--- src/cle_pkg.sv ---
package cle_pkg;

    localparam int CFG_W         = 16;
    localparam int IDLE_W        = 16;
    localparam int LF_W          = 10;
    localparam int LEN_W         = 5;
    localparam int QUEUE_DEPTH   = 2;
    localparam int QPTR_W        = 1;
    localparam int QCNT_W        = 2;

    localparam logic [IDLE_W-1:0] IDLE_TIMEOUT_RESET = 16'd30000;
    localparam logic [LF_W-1:0]   LF_WAIT_RESET      = 10'd50;
    localparam logic [IDLE_W-1:0] IDLE_MAX           = 16'hffff;
    localparam logic [LF_W-1:0]   LF_MAX             = 10'h3ff;

    // configuration register indexes
    localparam logic CFG_IDLE_TIMEOUT = 1'b0;
    localparam logic CFG_LF_WAIT      = 1'b1;

    // input op codes
    localparam logic OP_BYTE = 1'b0;
    localparam logic OP_TICK = 1'b1;

    // result kinds
    localparam logic [1:0] KIND_ECHO     = 2'd0;
    localparam logic [1:0] KIND_LINE     = 2'd1;
    localparam logic [1:0] KIND_COMPLETE = 2'd2;
    localparam logic [1:0] KIND_DISCARD  = 2'd3;

    // byte values
    localparam logic [7:0] CH_NUL   = 8'h00;
    localparam logic [7:0] CH_BS    = 8'h08;
    localparam logic [7:0] CH_LF    = 8'h0a;
    localparam logic [7:0] CH_CR    = 8'h0d;
    localparam logic [7:0] CH_SPACE = 8'h20;
    localparam logic [7:0] CH_DEL   = 8'h7f;

    typedef struct packed {
        logic       op;
        logic [7:0] rx_byte;
    } in_item_t;

    typedef struct packed {
        logic [1:0]       kind;
        logic [7:0]       data;
        logic [LEN_W-1:0] line_length;
        logic             last;
    } out_item_t;

    typedef enum logic [2:0] {
        CLS_TICK,
        CLS_NUL,
        CLS_CR,
        CLS_LF,
        CLS_ERASE,
        CLS_PRINT,
        CLS_OTHER
    } cls_t;

    typedef struct packed {
        cls_t       cls;
        logic [7:0] rx_byte;
    } cmd_t;

endpackage

--- src/cle_front.sv ---
module cle_front
(
    input  logic              clk,
    input  logic              rst_n,
    input  logic              in_valid,
    output logic              in_stall,
    input  cle_pkg::in_item_t in_item,
    output logic              q_push,
    output cle_pkg::cmd_t     q_wdata,
    input  logic              q_ready
);

    logic          valid_reg;
    logic          valid_next;
    cle_pkg::cmd_t cmd_reg;
    cle_pkg::cmd_t cmd_next;
    cle_pkg::cls_t cls;
    logic          accept;

    always_comb
    begin
        if (in_item.op == cle_pkg::OP_TICK)
        begin
            cls = cle_pkg::CLS_TICK;
        end
        else
        begin
            case (in_item.rx_byte)
                cle_pkg::CH_NUL: cls = cle_pkg::CLS_NUL;
                cle_pkg::CH_CR:  cls = cle_pkg::CLS_CR;
                cle_pkg::CH_LF:  cls = cle_pkg::CLS_LF;
                cle_pkg::CH_BS,
                cle_pkg::CH_DEL: cls = cle_pkg::CLS_ERASE;
                default:
                begin
                    if (in_item.rx_byte inside {[cle_pkg::CH_SPACE:8'h7e]})
                        cls = cle_pkg::CLS_PRINT;
                    else
                        cls = cle_pkg::CLS_OTHER;
                end
            endcase
        end
    end

    assign in_stall = valid_reg && !q_ready;
    assign accept   = in_valid && !in_stall;
    assign q_push   = valid_reg && q_ready;
    assign q_wdata  = cmd_reg;

    always_comb
    begin
        valid_next = valid_reg;
        cmd_next   = cmd_reg;
        if (accept)
        begin
            valid_next       = 1'b1;
            cmd_next.cls     = cls;
            cmd_next.rx_byte = in_item.rx_byte;
        end
        else if (q_push)
        begin
            valid_next = 1'b0;
        end
    end

    always_ff @(posedge clk or negedge rst_n)
    begin
        if (!rst_n)
            valid_reg <= 1'b0;
        else
            valid_reg <= valid_next;
    end

    always_ff @(posedge clk)
    begin
        cmd_reg <= cmd_next;
    end

endmodule

--- src/cle_queue.sv ---
module cle_queue
(
    input  logic          clk,
    input  logic          rst_n,
    input  logic          push,
    input  cle_pkg::cmd_t wdata,
    output logic          ready,
    input  logic          pop,
    output logic          valid,
    output cle_pkg::cmd_t rdata
);

    cle_pkg::cmd_t                entry_reg [cle_pkg::QUEUE_DEPTH];
    logic [cle_pkg::QPTR_W-1:0]   wr_ptr_reg;
    logic [cle_pkg::QPTR_W-1:0]   wr_ptr_next;
    logic [cle_pkg::QPTR_W-1:0]   rd_ptr_reg;
    logic [cle_pkg::QPTR_W-1:0]   rd_ptr_next;
    logic [cle_pkg::QCNT_W-1:0]   count_reg;
    logic [cle_pkg::QCNT_W-1:0]   count_next;
    logic                         do_push;
    logic                         do_pop;

    localparam logic [cle_pkg::QPTR_W-1:0] PTR_LAST = cle_pkg::QPTR_W'(cle_pkg::QUEUE_DEPTH - 1);
    localparam logic [cle_pkg::QCNT_W-1:0] CNT_FULL = cle_pkg::QCNT_W'(cle_pkg::QUEUE_DEPTH);

    assign ready   = count_reg != CNT_FULL;
    assign valid   = count_reg != '0;
    assign rdata   = entry_reg[rd_ptr_reg];
    assign do_push = push && ready;
    assign do_pop  = pop && valid;

    always_comb
    begin
        wr_ptr_next = wr_ptr_reg;
        rd_ptr_next = rd_ptr_reg;
        count_next  = count_reg;
        if (do_push)
            wr_ptr_next = (wr_ptr_reg == PTR_LAST) ? '0 : wr_ptr_reg + 1'b1;
        if (do_pop)
            rd_ptr_next = (rd_ptr_reg == PTR_LAST) ? '0 : rd_ptr_reg + 1'b1;
        if (do_push && !do_pop)
            count_next = count_reg + 1'b1;
        else if (do_pop && !do_push)
            count_next = count_reg - 1'b1;
    end

    always_ff @(posedge clk or negedge rst_n)
    begin
        if (!rst_n)
        begin
            wr_ptr_reg <= '0;
            rd_ptr_reg <= '0;
            count_reg  <= '0;
        end
        else
        begin
            wr_ptr_reg <= wr_ptr_next;
            rd_ptr_reg <= rd_ptr_next;
            count_reg  <= count_next;
        end
    end

    always_ff @(posedge clk)
    begin
        if (do_push)
            entry_reg[wr_ptr_reg] <= wdata;
    end

endmodule

--- src/cle_back.sv ---
module cle_back
#(
    parameter int LINE_BYTES = 32
)
(
    input  logic                         clk,
    input  logic                         rst_n,
    input  logic                         q_valid,
    input  cle_pkg::cmd_t                q_data,
    output logic                         q_pop,
    input  logic [cle_pkg::IDLE_W-1:0]   idle_timeout,
    input  logic [cle_pkg::LF_W-1:0]     lf_wait,
    output logic                         out_valid,
    input  logic                         out_stall,
    output cle_pkg::out_item_t           out_item
);

    localparam int IDX_W = (LINE_BYTES > 1) ? $clog2(LINE_BYTES) : 1;
    localparam logic [IDX_W-1:0] COUNT_MAX = IDX_W'(LINE_BYTES - 1);

    typedef enum logic [2:0] {
        ST_IDLE,
        ST_EXEC,
        ST_DUMP_RD,
        ST_DUMP_OUT,
        ST_DONE,
        ST_TAKE,
        ST_ERASE_SP,
        ST_ERASE_BS
    } state_t;

    state_t                       state_reg;
    state_t                       state_next;
    cle_pkg::cmd_t                cmd_reg;
    cle_pkg::cmd_t                cmd_next;
    logic [IDX_W-1:0]             count_reg;
    logic [IDX_W-1:0]             count_next;
    logic [IDX_W-1:0]             idx_reg;
    logic [IDX_W-1:0]             idx_next;
    logic                         cr_pending_reg;
    logic                         cr_pending_next;
    logic [cle_pkg::LF_W-1:0]     lf_cnt_reg;
    logic [cle_pkg::LF_W-1:0]     lf_cnt_next;
    logic [cle_pkg::IDLE_W-1:0]   idle_cnt_reg;
    logic [cle_pkg::IDLE_W-1:0]   idle_cnt_next;
    logic                         active_reg;
    logic                         active_next;
    logic                         take_reg;
    logic                         take_next;
    logic                         done_last_reg;
    logic                         done_last_next;
    logic                         out_valid_reg;
    logic                         out_valid_next;
    cle_pkg::out_item_t           out_reg;
    cle_pkg::out_item_t           out_next;

    logic [7:0]                   line_store [LINE_BYTES];
    logic [7:0]                   rd_data_reg;
    logic                         mem_we;
    logic                         rd_en;

    logic                         slot_free;
    logic                         emit;
    cle_pkg::out_item_t           emit_item;
    logic [cle_pkg::IDLE_W-1:0]   idle_inc;
    logic [cle_pkg::LF_W-1:0]     lf_inc;
    logic [31:0]                  count_ext;
    logic                         take_emits;
    logic                         take_needs_slot;
    cle_pkg::cls_t                cls;

    assign slot_free = !out_valid_reg || !out_stall;
    assign out_valid = out_valid_reg;
    assign out_item  = out_reg;
    assign q_pop     = q_valid && (state_reg == ST_IDLE);
    assign cls       = cmd_reg.cls;
    assign count_ext = 32'(count_reg);

    assign idle_inc = (idle_cnt_reg == cle_pkg::IDLE_MAX) ? idle_cnt_reg : idle_cnt_reg + 1'b1;
    assign lf_inc   = (cr_pending_reg && lf_cnt_reg != cle_pkg::LF_MAX) ? lf_cnt_reg + 1'b1
                                                                         : lf_cnt_reg;

    // after a line ends the store is empty, so only these classes echo
    assign take_emits = (cls == cle_pkg::CLS_CR) || (cls == cle_pkg::CLS_LF) ||
                        (cls == cle_pkg::CLS_PRINT);

    assign take_needs_slot = (cls == cle_pkg::CLS_CR) || (cls == cle_pkg::CLS_LF) ||
                             (cls == cle_pkg::CLS_ERASE && count_reg != '0) ||
                             (cls == cle_pkg::CLS_PRINT && count_reg < COUNT_MAX);

    always_comb
    begin
        state_next      = state_reg;
        cmd_next        = cmd_reg;
        count_next      = count_reg;
        idx_next        = idx_reg;
        cr_pending_next = cr_pending_reg;
        lf_cnt_next     = lf_cnt_reg;
        idle_cnt_next   = idle_cnt_reg;
        active_next     = active_reg;
        take_next       = take_reg;
        done_last_next  = done_last_reg;
        mem_we          = 1'b0;
        rd_en           = 1'b0;
        emit            = 1'b0;
        emit_item       = '{kind: cle_pkg::KIND_ECHO, data: 8'h00,
                            line_length: '0, last: 1'b0};

        case (state_reg)
            ST_IDLE:
            begin
                if (q_valid)
                begin
                    cmd_next   = q_data;
                    state_next = ST_EXEC;
                end
            end

            ST_EXEC:
            begin
                if (cls == cle_pkg::CLS_TICK)
                begin
                    if (!active_reg)
                    begin
                        state_next = ST_IDLE;
                    end
                    else if (idle_inc >= idle_timeout)
                    begin
                        if (slot_free)
                        begin
                            emit            = 1'b1;
                            emit_item.kind  = cle_pkg::KIND_DISCARD;
                            emit_item.last  = 1'b1;
                            count_next      = '0;
                            cr_pending_next = 1'b0;
                            lf_cnt_next     = '0;
                            idle_cnt_next   = '0;
                            active_next     = 1'b0;
                            state_next      = ST_IDLE;
                        end
                    end
                    else if (cr_pending_reg && lf_inc >= lf_wait)
                    begin
                        take_next      = 1'b0;
                        done_last_next = 1'b1;
                        idx_next       = '0;
                        state_next     = ST_DUMP_RD;
                    end
                    else
                    begin
                        idle_cnt_next = idle_inc;
                        lf_cnt_next   = lf_inc;
                        state_next    = ST_IDLE;
                    end
                end
                else if (cr_pending_reg)
                begin
                    if (cls == cle_pkg::CLS_LF)
                    begin
                        if (slot_free)
                        begin
                            emit           = 1'b1;
                            emit_item.data = cle_pkg::CH_LF;
                            take_next      = 1'b0;
                            done_last_next = 1'b1;
                            idx_next       = '0;
                            state_next     = ST_DUMP_RD;
                        end
                    end
                    else
                    begin
                        // line ends, then the byte (a NUL excepted) starts the next one
                        take_next      = (cls != cle_pkg::CLS_NUL);
                        done_last_next = !take_emits;
                        idx_next       = '0;
                        state_next     = ST_DUMP_RD;
                    end
                end
                else
                begin
                    state_next = ST_TAKE;
                end
            end

            ST_DUMP_RD:
            begin
                if (idx_reg == count_reg)
                begin
                    state_next = ST_DONE;
                end
                else
                begin
                    rd_en      = 1'b1;
                    state_next = ST_DUMP_OUT;
                end
            end

            ST_DUMP_OUT:
            begin
                if (slot_free)
                begin
                    emit           = 1'b1;
                    emit_item.kind = cle_pkg::KIND_LINE;
                    emit_item.data = rd_data_reg;
                    idx_next       = idx_reg + 1'b1;
                    state_next     = ST_DUMP_RD;
                end
            end

            ST_DONE:
            begin
                if (slot_free)
                begin
                    emit                  = 1'b1;
                    emit_item.kind        = cle_pkg::KIND_COMPLETE;
                    emit_item.line_length = count_ext[cle_pkg::LEN_W-1:0];
                    emit_item.last        = done_last_reg;
                    count_next            = '0;
                    cr_pending_next       = 1'b0;
                    lf_cnt_next           = '0;
                    idle_cnt_next         = '0;
                    active_next           = 1'b0;
                    state_next            = take_reg ? ST_TAKE : ST_IDLE;
                end
            end

            ST_TAKE:
            begin
                if (cls == cle_pkg::CLS_NUL)
                begin
                    state_next = ST_IDLE;
                end
                else if (!take_needs_slot || slot_free)
                begin
                    active_next   = 1'b1;
                    idle_cnt_next = '0;
                    state_next    = ST_IDLE;
                    case (cls)
                        cle_pkg::CLS_CR:
                        begin
                            emit            = 1'b1;
                            emit_item.data  = cle_pkg::CH_CR;
                            emit_item.last  = 1'b1;
                            cr_pending_next = 1'b1;
                            lf_cnt_next     = '0;
                        end
                        cle_pkg::CLS_LF:
                        begin
                            emit           = 1'b1;
                            emit_item.data = cle_pkg::CH_LF;
                            take_next      = 1'b0;
                            done_last_next = 1'b1;
                            idx_next       = '0;
                            state_next     = ST_DUMP_RD;
                        end
                        cle_pkg::CLS_ERASE:
                        begin
                            if (count_reg != '0)
                            begin
                                emit           = 1'b1;
                                emit_item.data = cle_pkg::CH_BS;
                                state_next     = ST_ERASE_SP;
                            end
                        end
                        cle_pkg::CLS_PRINT:
                        begin
                            if (count_reg < COUNT_MAX)
                            begin
                                emit           = 1'b1;
                                emit_item.data = cmd_reg.rx_byte;
                                emit_item.last = 1'b1;
                                mem_we         = 1'b1;
                                count_next     = count_reg + 1'b1;
                            end
                        end
                        default:
                        begin
                            // other control bytes only keep the line alive
                        end
                    endcase
                end
            end

            ST_ERASE_SP:
            begin
                if (slot_free)
                begin
                    emit           = 1'b1;
                    emit_item.data = cle_pkg::CH_SPACE;
                    state_next     = ST_ERASE_BS;
                end
            end

            ST_ERASE_BS:
            begin
                if (slot_free)
                begin
                    emit           = 1'b1;
                    emit_item.data = cle_pkg::CH_BS;
                    emit_item.last = 1'b1;
                    count_next     = count_reg - 1'b1;
                    state_next     = ST_IDLE;
                end
            end

            default:
            begin
                state_next = ST_IDLE;
            end
        endcase
    end

    always_comb
    begin
        out_valid_next = out_valid_reg;
        out_next       = out_reg;
        if (slot_free)
        begin
            out_valid_next = emit;
            if (emit)
                out_next = emit_item;
        end
    end

    always_ff @(posedge clk or negedge rst_n)
    begin
        if (!rst_n)
        begin
            state_reg      <= ST_IDLE;
            cmd_reg        <= '0;
            count_reg      <= '0;
            idx_reg        <= '0;
            cr_pending_reg <= 1'b0;
            lf_cnt_reg     <= '0;
            idle_cnt_reg   <= '0;
            active_reg     <= 1'b0;
            take_reg       <= 1'b0;
            done_last_reg  <= 1'b0;
            out_valid_reg  <= 1'b0;
            out_reg        <= '0;
        end
        else
        begin
            state_reg      <= state_next;
            cmd_reg        <= cmd_next;
            count_reg      <= count_next;
            idx_reg        <= idx_next;
            cr_pending_reg <= cr_pending_next;
            lf_cnt_reg     <= lf_cnt_next;
            idle_cnt_reg   <= idle_cnt_next;
            active_reg     <= active_next;
            take_reg       <= take_next;
            done_last_reg  <= done_last_next;
            out_valid_reg  <= out_valid_next;
            out_reg        <= out_next;
        end
    end

    // line store, one write and one registered read port
    always_ff @(posedge clk)
    begin
        if (mem_we)
            line_store[count_reg] <= cmd_reg.rx_byte;
        if (rd_en)
            rd_data_reg <= line_store[idx_reg];
    end

endmodule

--- src/console_line_editor.sv ---
// console line editor: builds text lines from received console bytes and 1 ms ticks
// input channel (in_valid / in_stall / in_item): op 0 carries a received byte,
//   op 1 a millisecond tick; an item transfers when in_valid is high and in_stall low
// output channel (out_valid / out_stall / out_item): echo bytes, line bytes, a line
//   complete item with the length, or a discard item; last marks the final result
//   of one input item, and an input item may give none
// config port: cfg_write with cfg_index 0 sets the idle timeout in ticks,
//   index 1 the wait for an optional line feed after carriage return
// path: an item passes a register stage, a two-entry queue and the back sequencer,
//   whose results leave through the output register
// sequencing: the back sequencer takes a new item from the queue only once it is back
//   in idle; an erase gives backspace, space, backspace; at line end it reads each stored
//   byte from the store, sends it through the output register, then sends the completion
// receiver stall: the output register holds its result, the sequencer waits when it has
//   a result to give, the queue fills and then in_stall rises
// reset: stored line dropped, counters cleared, registers back to 30000 and 50
module console_line_editor
#(
    parameter int LINE_BYTES = 32
)
(
    input  logic                        clk,
    input  logic                        rst_n,
    input  logic                        in_valid,
    output logic                        in_stall,
    input  cle_pkg::in_item_t           in_item,
    output logic                        out_valid,
    input  logic                        out_stall,
    output cle_pkg::out_item_t          out_item,
    input  logic                        cfg_write,
    input  logic                        cfg_index,
    input  logic [cle_pkg::CFG_W-1:0]   cfg_data
);

    logic [cle_pkg::IDLE_W-1:0] idle_timeout_reg;
    logic [cle_pkg::LF_W-1:0]   lf_wait_reg;
    logic                       q_push;
    logic                       q_ready;
    logic                       q_pop;
    logic                       q_valid;
    cle_pkg::cmd_t              q_wdata;
    cle_pkg::cmd_t              q_rdata;

    always_ff @(posedge clk or negedge rst_n)
    begin
        if (!rst_n)
        begin
            idle_timeout_reg <= cle_pkg::IDLE_TIMEOUT_RESET;
            lf_wait_reg      <= cle_pkg::LF_WAIT_RESET;
        end
        else if (cfg_write)
        begin
            case (cfg_index)
                cle_pkg::CFG_IDLE_TIMEOUT: idle_timeout_reg <= cfg_data[cle_pkg::IDLE_W-1:0];
                cle_pkg::CFG_LF_WAIT:      lf_wait_reg      <= cfg_data[cle_pkg::LF_W-1:0];
                default:
                begin
                end
            endcase
        end
    end

    cle_front u_front
    (
        .clk      (clk),
        .rst_n    (rst_n),
        .in_valid (in_valid),
        .in_stall (in_stall),
        .in_item  (in_item),
        .q_push   (q_push),
        .q_wdata  (q_wdata),
        .q_ready  (q_ready)
    );

    cle_queue u_queue
    (
        .clk   (clk),
        .rst_n (rst_n),
        .push  (q_push),
        .wdata (q_wdata),
        .ready (q_ready),
        .pop   (q_pop),
        .valid (q_valid),
        .rdata (q_rdata)
    );

    cle_back #(
        .LINE_BYTES (LINE_BYTES)
    ) u_back
    (
        .clk          (clk),
        .rst_n        (rst_n),
        .q_valid      (q_valid),
        .q_data       (q_rdata),
        .q_pop        (q_pop),
        .idle_timeout (idle_timeout_reg),
        .lf_wait      (lf_wait_reg),
        .out_valid    (out_valid),
        .out_stall    (out_stall),
        .out_item     (out_item)
    );

`ifndef SYNTHESIS
    // the front only hands over an item when the queue has room
    a_queue_no_overflow: assert property (@(posedge clk) disable iff (!rst_n)
        q_push |-> q_ready)
        else $error("queue written while full");

    // a discard is always the only and final result of its tick
    a_discard_last: assert property (@(posedge clk) disable iff (!rst_n)
        (out_valid && out_item.kind == cle_pkg::KIND_DISCARD)
            |-> (out_item.last && out_item.data == 8'h00))
        else $error("discard result not final or carries data");

    // line bytes are always followed by the completion
    a_line_byte_not_last: assert property (@(posedge clk) disable iff (!rst_n)
        (out_valid && out_item.kind == cle_pkg::KIND_LINE) |-> !out_item.last)
        else $error("line byte marked as final result");

    // the sequencer never pops an empty queue
    a_pop_needs_item: assert property (@(posedge clk) disable iff (!rst_n)
        q_pop |-> q_valid)
        else $error("pop from empty queue");
`endif

endmodule
--- config.mk ---
export PLATFORM = sky130hd
export DESIGN_NAME = console_line_editor
export DESIGN_NICKNAME = d
export VERILOG_FILES = /design/src/cle_pkg.sv /design/src/cle_front.sv /design/src/cle_queue.sv /design/src/cle_back.sv /design/src/console_line_editor.sv
export SDC_FILE = /design/constraint.sdc
export NUM_CORES = 1
export LEC_CHECK = 0
export ABC_AREA = 1
export BUFFER_PORTS_ARGS = -buffer_cell sky130_fd_sc_hd__buf_2
export CAP_MARGIN = 20
export CELL_PAD_IN_SITES_DETAIL_PLACEMENT = 0
export CELL_PAD_IN_SITES_GLOBAL_PLACEMENT = 1
export CORE_ASPECT_RATIO = 1.25
export CORE_UTILIZATION = 25
export CTS_BUF_LIST = sky130_fd_sc_hd__clkbuf_8 sky130_fd_sc_hd__clkbuf_16
export CTS_CLUSTER_SIZE = 16
export DETAILED_ROUTE_END_ITERATION = 7
export PLACE_DENSITY_LB_ADDON = 0.1
export RECOVER_POWER = 50
export SYNTH_ARGS = -nofsm -noshare
export SYNTH_HDL_FRONTEND = slang
export SYNTH_SLANG_ARGS = --single-unit
--- constraint.sdc ---
create_clock -name clk -period 3.45 [get_ports clk]
set_input_delay 0.69 -clock clk [delete_from_list [all_inputs] [get_ports clk]]
set_output_delay 0.69 -clock clk [all_outputs]
set_load 0.01 [all_outputs]
After elaboration in Yosys (flattened, before gate mapping) --
Memory sizes are Yosys's and may differ from the RTL's. A register that Yosys moved wholly into a read port is not among the register bits. Index checks and enable logic that the tools add are counted.
Operators by class: add/subtract/negate cells 9, multipliers 0, divide/modulo/power cells 0, $lt $le $gt $ge 5, eq/ne operators 42, shift-type cells 0, muxes and demuxes 147, bitwise operators 1, reductions and logical operators 54
Operators by type and width (count):
- 2-to-1 mux 16 bit | 8
- 2-to-1 mux 5 bit | 21
- 2-to-1 mux 10 bit | 9
- 2-to-1 mux 1 bit | 62
- case mux 16 bit (3 select lines) | 1
- 2-to-1 mux 3 bit | 15
- 2-to-1 mux 8 bit | 5
- case mux 8 bit (5 select lines) | 1
- case mux 8 bit (4 select lines) | 1
- case mux 10 bit (3 select lines) | 1
- inequality test 2 x 1 -> 1 bit, second input constant | 13
- == test 8 x 4 -> 1 bit, second input constant | 3
- case mux 3 bit (8 select lines) | 1
- case mux 5 bit (4 select lines) | 1
- == test 3 bit, second input constant | 6
- AND reduction 9 bit | 2
- adder 16 x 1 -> 16 bit, second input constant | 1
- == test 16 bit, second input constant | 1
- >= comparator 16 bit | 1
- case mux 5 bit (3 select lines) | 1
- 2-to-1 mux 2 bit | 7
- AND reduction 7 bit | 2
- logical AND 1 bit | 13
- == test 3 x 2 -> 1 bit, second input constant | 4
- 42 further kinds | 78
Storage, ports and cells: bits in registers 102, latch bits 0, memory bits (writable) 278, ROM bits 0, input bits 31, logic and storage cells 282, memories kept 2
Memory list:
- u_back.line_store | words 32, width 8, read ports 1, clocked after Yosys merged registers in 1, write ports 1, line cle_back.sv:57 | logic [7:0] line_store [LINE_BYTES];
- u_queue.entry_reg | words 2, width 11, read ports 1, clocked after Yosys merged registers in 1, write ports 1, line cle_queue.sv:13 | cle_pkg::cmd_t entry_reg [cle_pkg::QUEUE_DEPTH];

Logic depth before layout (Yosys ltp) --
word-level depth 11, mapped depth 27

Modules after synthesis --
Synthesis repeated with hierarchy kept, for this count alone.
Unflattened totals: cells, all modules 1901, area total of the unflattened synthesis 18631.6 um^2
By module, submodules not included:
- cle_back | times used 1, cells each 1637, area each 15967.8 um^2
- cle_queue | times used 1, cells each 86, area each 1042.2 um^2
- console_line_editor | times used 1, cells each 113, area each 1042.2 um^2
- cle_front | times used 1, cells each 65, area each 579.3 um^2

Worst setup path after synthesis --
Ideal clock, no wire load.
path type reg2reg, start reg u_back.idle_cnt_reg[0] (netlist name), end reg u_back.idx_reg[2], setup time 0.117 ns, data arrival time 2.920 ns, setup slack 0.412 ns, cell stages (with the launch flop) 20, path through dfrtp_1 ha_1 nand3_1 inv_1 nand2_1 nor2_1 inv_1 buf_2 nand3_1 ha_1 a21o_1 nand2_1 nand2_1 a21oi_4 nand2_2 buf_4 a22oi_4 nand2_1 nand2_1 nand2_1
Between the ends: cells in the longest elaborated chain, start to end 5, elaborated cells between the ends (all ways) 6, classes of those cells 1 x add/sub; 1 x order compare; 2 x eq/ne; 1 x mux; 1 x reduce/logical
Ends and longest elaborated chain:
- from (decl) | line cle_back.sv:44 | logic [cle_pkg::IDLE_W-1:0] idle_cnt_reg;
- from (signal assigned) | line cle_back.sv:350 | idle_cnt_reg <= idle_cnt_next;
- adder 16 x 1 -> 16 bit or == test 16 bit (tied branches) | line cle_back.sv:79 | assign idle_inc = (idle_cnt_reg == cle_pkg::IDLE_MAX) ? idle_cnt_reg : idle_cnt_reg + 1'b1;
- 2-to-1 mux 16 bit (*) | line cle_back.sv:79
- >= comparator 16 bit (*) | line cle_back.sv:127 | else if (idle_inc >= idle_timeout)
- inequality test 3 bit (no line) (*)
- AND reduction 10 bit (no line) (*)
- to (signal assigned) | line cle_back.sv:347 | idx_reg <= idx_next;
- to (decl) | line cle_back.sv:38 | logic [IDX_W-1:0] idx_reg;
Mark *: on every way between the ends. The rest lies on a longest branch, timed or not. A chain may end at the register's enable or synchronous reset.

Worst setup path after layout --
start reg u_back.idle_cnt_reg[0] (netlist name), end reg u_back.idle_cnt_reg[8] (netlist name)
Between the ends: cells in the longest elaborated chain, start to end 7, elaborated cells between the ends (all ways) 11, classes of those cells 1 x add/sub; 1 x order compare; 2 x eq/ne; 6 x mux; 1 x reduce/logical
Ends and longest elaborated chain:
- adder 16 x 1 -> 16 bit or == test 16 bit (tied branches) | line cle_back.sv:79
- 2-to-1 mux 16 bit (*) | line cle_back.sv:79
- >= comparator 16 bit or 2-to-1 mux 16 bit (tied branches) | line cle_back.sv:127, cle_back.sv:142
- 2-to-1 mux 16 bit | line cle_back.sv:127
- 2-to-1 mux 16 bit | line cle_back.sv:123 | if (!active_reg)
- 2-to-1 mux 16 bit | line cle_back.sv:121 | if (cls == cle_pkg::CLS_TICK)
- case mux 16 bit (3 select lines) | line cle_back.sv:109 | case (state_reg)
Mark *: on every way between the ends. The rest lies on a longest branch, timed or not. The select of a mux whose other input is x is not followed.

==> results.toml <==
[status]
status = "finished, violations left"
failed_checks = "max-capacitance violations, max-slew violations"

[timing]
fin_tns_setup_ps = 0
finalHoldViolCount = 0
slew_headroom_pct = -17.1
setup_violations = 0
clock_skew_ps = 27.3
fmax_mhz = 316
period_needed_ps = 3170
fin_crit_sh_pct = 91.8
worst_slew_pin_slew_ps = 1760
slew_violations = 68
rsz0062_at_grt = "no"

[synthesis]
synth_common_cells = "nand2_1 (502), edfxtp_1 (297), nor2_1 (297)"
synthTopCellsByArea = "edfxtp_1 (47%), dfrtp_1 (12%), nand2_1 (9.9%), nor2_1 (5.9%), o21ai_0 (4.8%)"
syn_avg_cell_area_sq_um = 9.51
yosysTopAreaCellShare_pct = 47.0
ys_types = 51
synth.largest_area_cell = "edfxtp_1"
synth_cells = 1994
synth-async-reset-ratio_pct = 25.6
synth-edff-count = 297
synth_area_sq_mm = 0.0190
synth-seq-cells = 399
yosysSeqAreaShare_pct = 60.5
synth_most_common_cell = "nand2_1"
yosysWarnings = 0
synth-main-ff-cell = "edfxtp_1"

[cts]
clkTransAtPathRegs_ps = 60
clkSinkCount = 399
htreeDepth = 2
cts_made_buffers = 46
insertion_delay_ps = 600
cts_tree = "yes"
clk_path_buf_depth = 3
cts_root_buf = "clkbuf_16"

[min_path]
hold_depth = 3
min_from = "cfg_data[12]"
hold_end = "idle_timeout_reg[12]"
hp-class = "in2reg"

[detailed_routing]
wl_um = 61400
drt-pass1-iter-count = 6
drc_errors = 0
ant_nets = 0
vias = 14206
viasPerCell = 4.54
drtIter0Drc = 801
drt-wirelength-per-cell_um = 19.6

[worst_setup_path]
critPathMostFrequentCell = "nand2_1"
reg2reg_depth = 21
cp_cell_sequence = "ha_1, nand3_1, buf_4, nor2_2, nand2_2, nor2_1, xnor2_1, nand2_1, ha_1, nand2_1, inv_1, nand2_1, nand2_1, a21oi_4, nand2_2, buf_4, nor2_4, nor2_8, buf_4, nand2_1, nand2_1"
cp_top_family = "simple AND/OR/NAND/NOR gates"
startpoint_type = "flop"
crit_arrival_ps = 3650
cpPeakStageDelay_ps = 360
crit_slowest_cell = "dfrtp_1"
critPathCaptureType = "flop"
path_class = "reg2reg"
timing.rr.end = "u_back.idle_cnt_reg[8]"
critPathMaxFanout = 9
crit_buf_inv = 4
crit_required_ps = 3930
r2r_start = "u_back.idle_cnt_reg[0]"
r2r_setup_slack_ps = 280

[power]
p_comb_share_pct = 30.4
p_switching_uw = 6200
p_seq_share_pct = 40.8
power_uw = 16500
leakagePower_uw = 0.00921
p_int_uw = 10300
clkPwrFrac_pct = 28.8
ir_worst_vdd_uv = 391
switching_share_pct = 37.6
pwr_density_cell_mw_per_mm2 = 734

[floorplan]
die_area_sq_mm = 0.0770
start_util_pct = 25.3
num_rows = 112
fp.coreArea_sq_mm = 0.0748
die_h_um = 310
die_w_um = 248
io_pins = 49

[cells_and_area]
largest_register_ffs = 256
layout.nets = 2188
drive_gt1_share_pct = 11.9
antennaDiodeCount = 0
syn_to_final_growth_pct = 18.4

[place]
dp_hpwl_um = 41800
place.gp.congestion = 0.787
io_buffers = 48

[global_route]
grt_pass1_wl_um = 92200
grt_pass1_vias = 14278
grt-ovfl-total = 0
antenna_found_initial = 0
grt_max_degree = 77
track_usage_pct = 16.2

[job]
maxCapViolCount = 2
## layout make-up
type                       count  area (sq um)
tap                          969          1210
clock buffer                  47          1160
timing repair buffer         162          1150
sequential                   399         11500
fill                        7951         52400
inverter                     163           613
clock inverter                38           279
multi-input combinational   1351          6550
## cells in the final DEF, fill, tap and decap left out, types with 5 or more instances in the layout
cell type  synthesis  final
clkbuf_16          0     46
edfxtp_1         297    297
conb_1             1      8
buf_4              4     94
nand4_1           26     26
nand2_2            7      9
buf_12             0      8
nor2_1           297    295
o22ai_1           37     37
inv_1            152    163
nor3_1            14     14
ha_1              33     32
a21oi_1           29     29
nand3_1          111    111
buf_2             13     38
nand2_1          502    499
clkinv_2           0      6
xnor2_1            5      5
clkbuf_1          57     18
xor2_1            13     13
o31ai_1           11     11
nor2_2             6      6
clkinv_1           6     19
o221ai_1          22     22
dfstp_2           10     10
dfrtp_1           92     90
o21ai_0          183    182
nand3b_1           5      5
o211ai_1          13     13
inv_2              5      6
## power by group through the flow
stage / combinational, uW / clock (uW) / sequential [uW]
finish: 5010 / 4740 / 6720
global route: 5640 / 5080 / 6820
CTS: 5170 / 4920 / 6740
detailed placement: 5150 / 0 / 6830
global placement: 5180 / 0 / 6820
floorplan: 2980 / 0 / 6630
## tightest hold or removal path, cell delays in order
cell and delay [ps]:
buf_2 100, nor2_1 90, a21oi_1 40
## metrics by stage
stage | cell area [sq um] | utilization (%) | instances | hold WS, ps | setup WS [ps]
5_1_grt | 22500 | 30.0 | 3129 | 334 | 11.4
4_1_cts | 22500 | 30.0 | 3127 | 276 | 95.5
6_report | 22500 | 30.0 | 3129 | 323 | 282
2_1_floorplan | 19000 | - | 2001 | 394 | 412
3_5_place_dp | 21000 | 28.1 | 3041 | 434 | 119
3_3_place_gp | 21000 | 28.1 | 3041 | 432 | 122
## worst max-delay path by stage
stage / cells past startpoint / start / slack [ps] / to
CTS: 21 / u_back.idle_cnt_reg[0] / 100 / u_back.lf_cnt_reg[2]
global placement: 21 / u_back.idle_cnt_reg[1] / 120 / u_back.cr_pending_reg
detailed placement: 24 / u_back.idle_cnt_reg[0] / 120 / u_back.lf_cnt_reg[2]
finish: 21 / u_back.idle_cnt_reg[0] / 280 / u_back.idle_cnt_reg[8]
floorplan: 19 / u_back.idle_cnt_reg[0] / 410 / u_back.idx_reg[2]
global route: 20 / u_back.lf_cnt_reg[0] / 10 / u_back.take_reg
## kinds of logic after synthesis
| logic type | synth area share, % |
|---|---|
| DFF | 60.5 |
| and+or+nand+nor | 21.7 |
| adders and majority gates | 2.28 |
| AOI/OAI and AO/OA | 9.33 |
| xor gates and xnor gates | 0.831 |
| other | 0.0198 |
| buffers and inverters | 5.26 |
## timing repair
action	in CTS	in global routing
endpoints found under the hold margin	7	0
resized for setup	0	13
setup buffers	0	1
hold buffers	1	0
setup endpoints to repair	0	50
## layer usage
layer  wire length (um)  part of all wire [%]  track usage, %  vias to the layer above
met1              27400                    45            20.8                     6866
met3               1940                   3.2            2.04                       73
met5                  0                     0               0                        -
met2              30700                    50            28.5                      251
li1                   -                     -               -                     7016
met4               1390                   2.3            4.44                        0
Power figures use the tool's default switching activity.
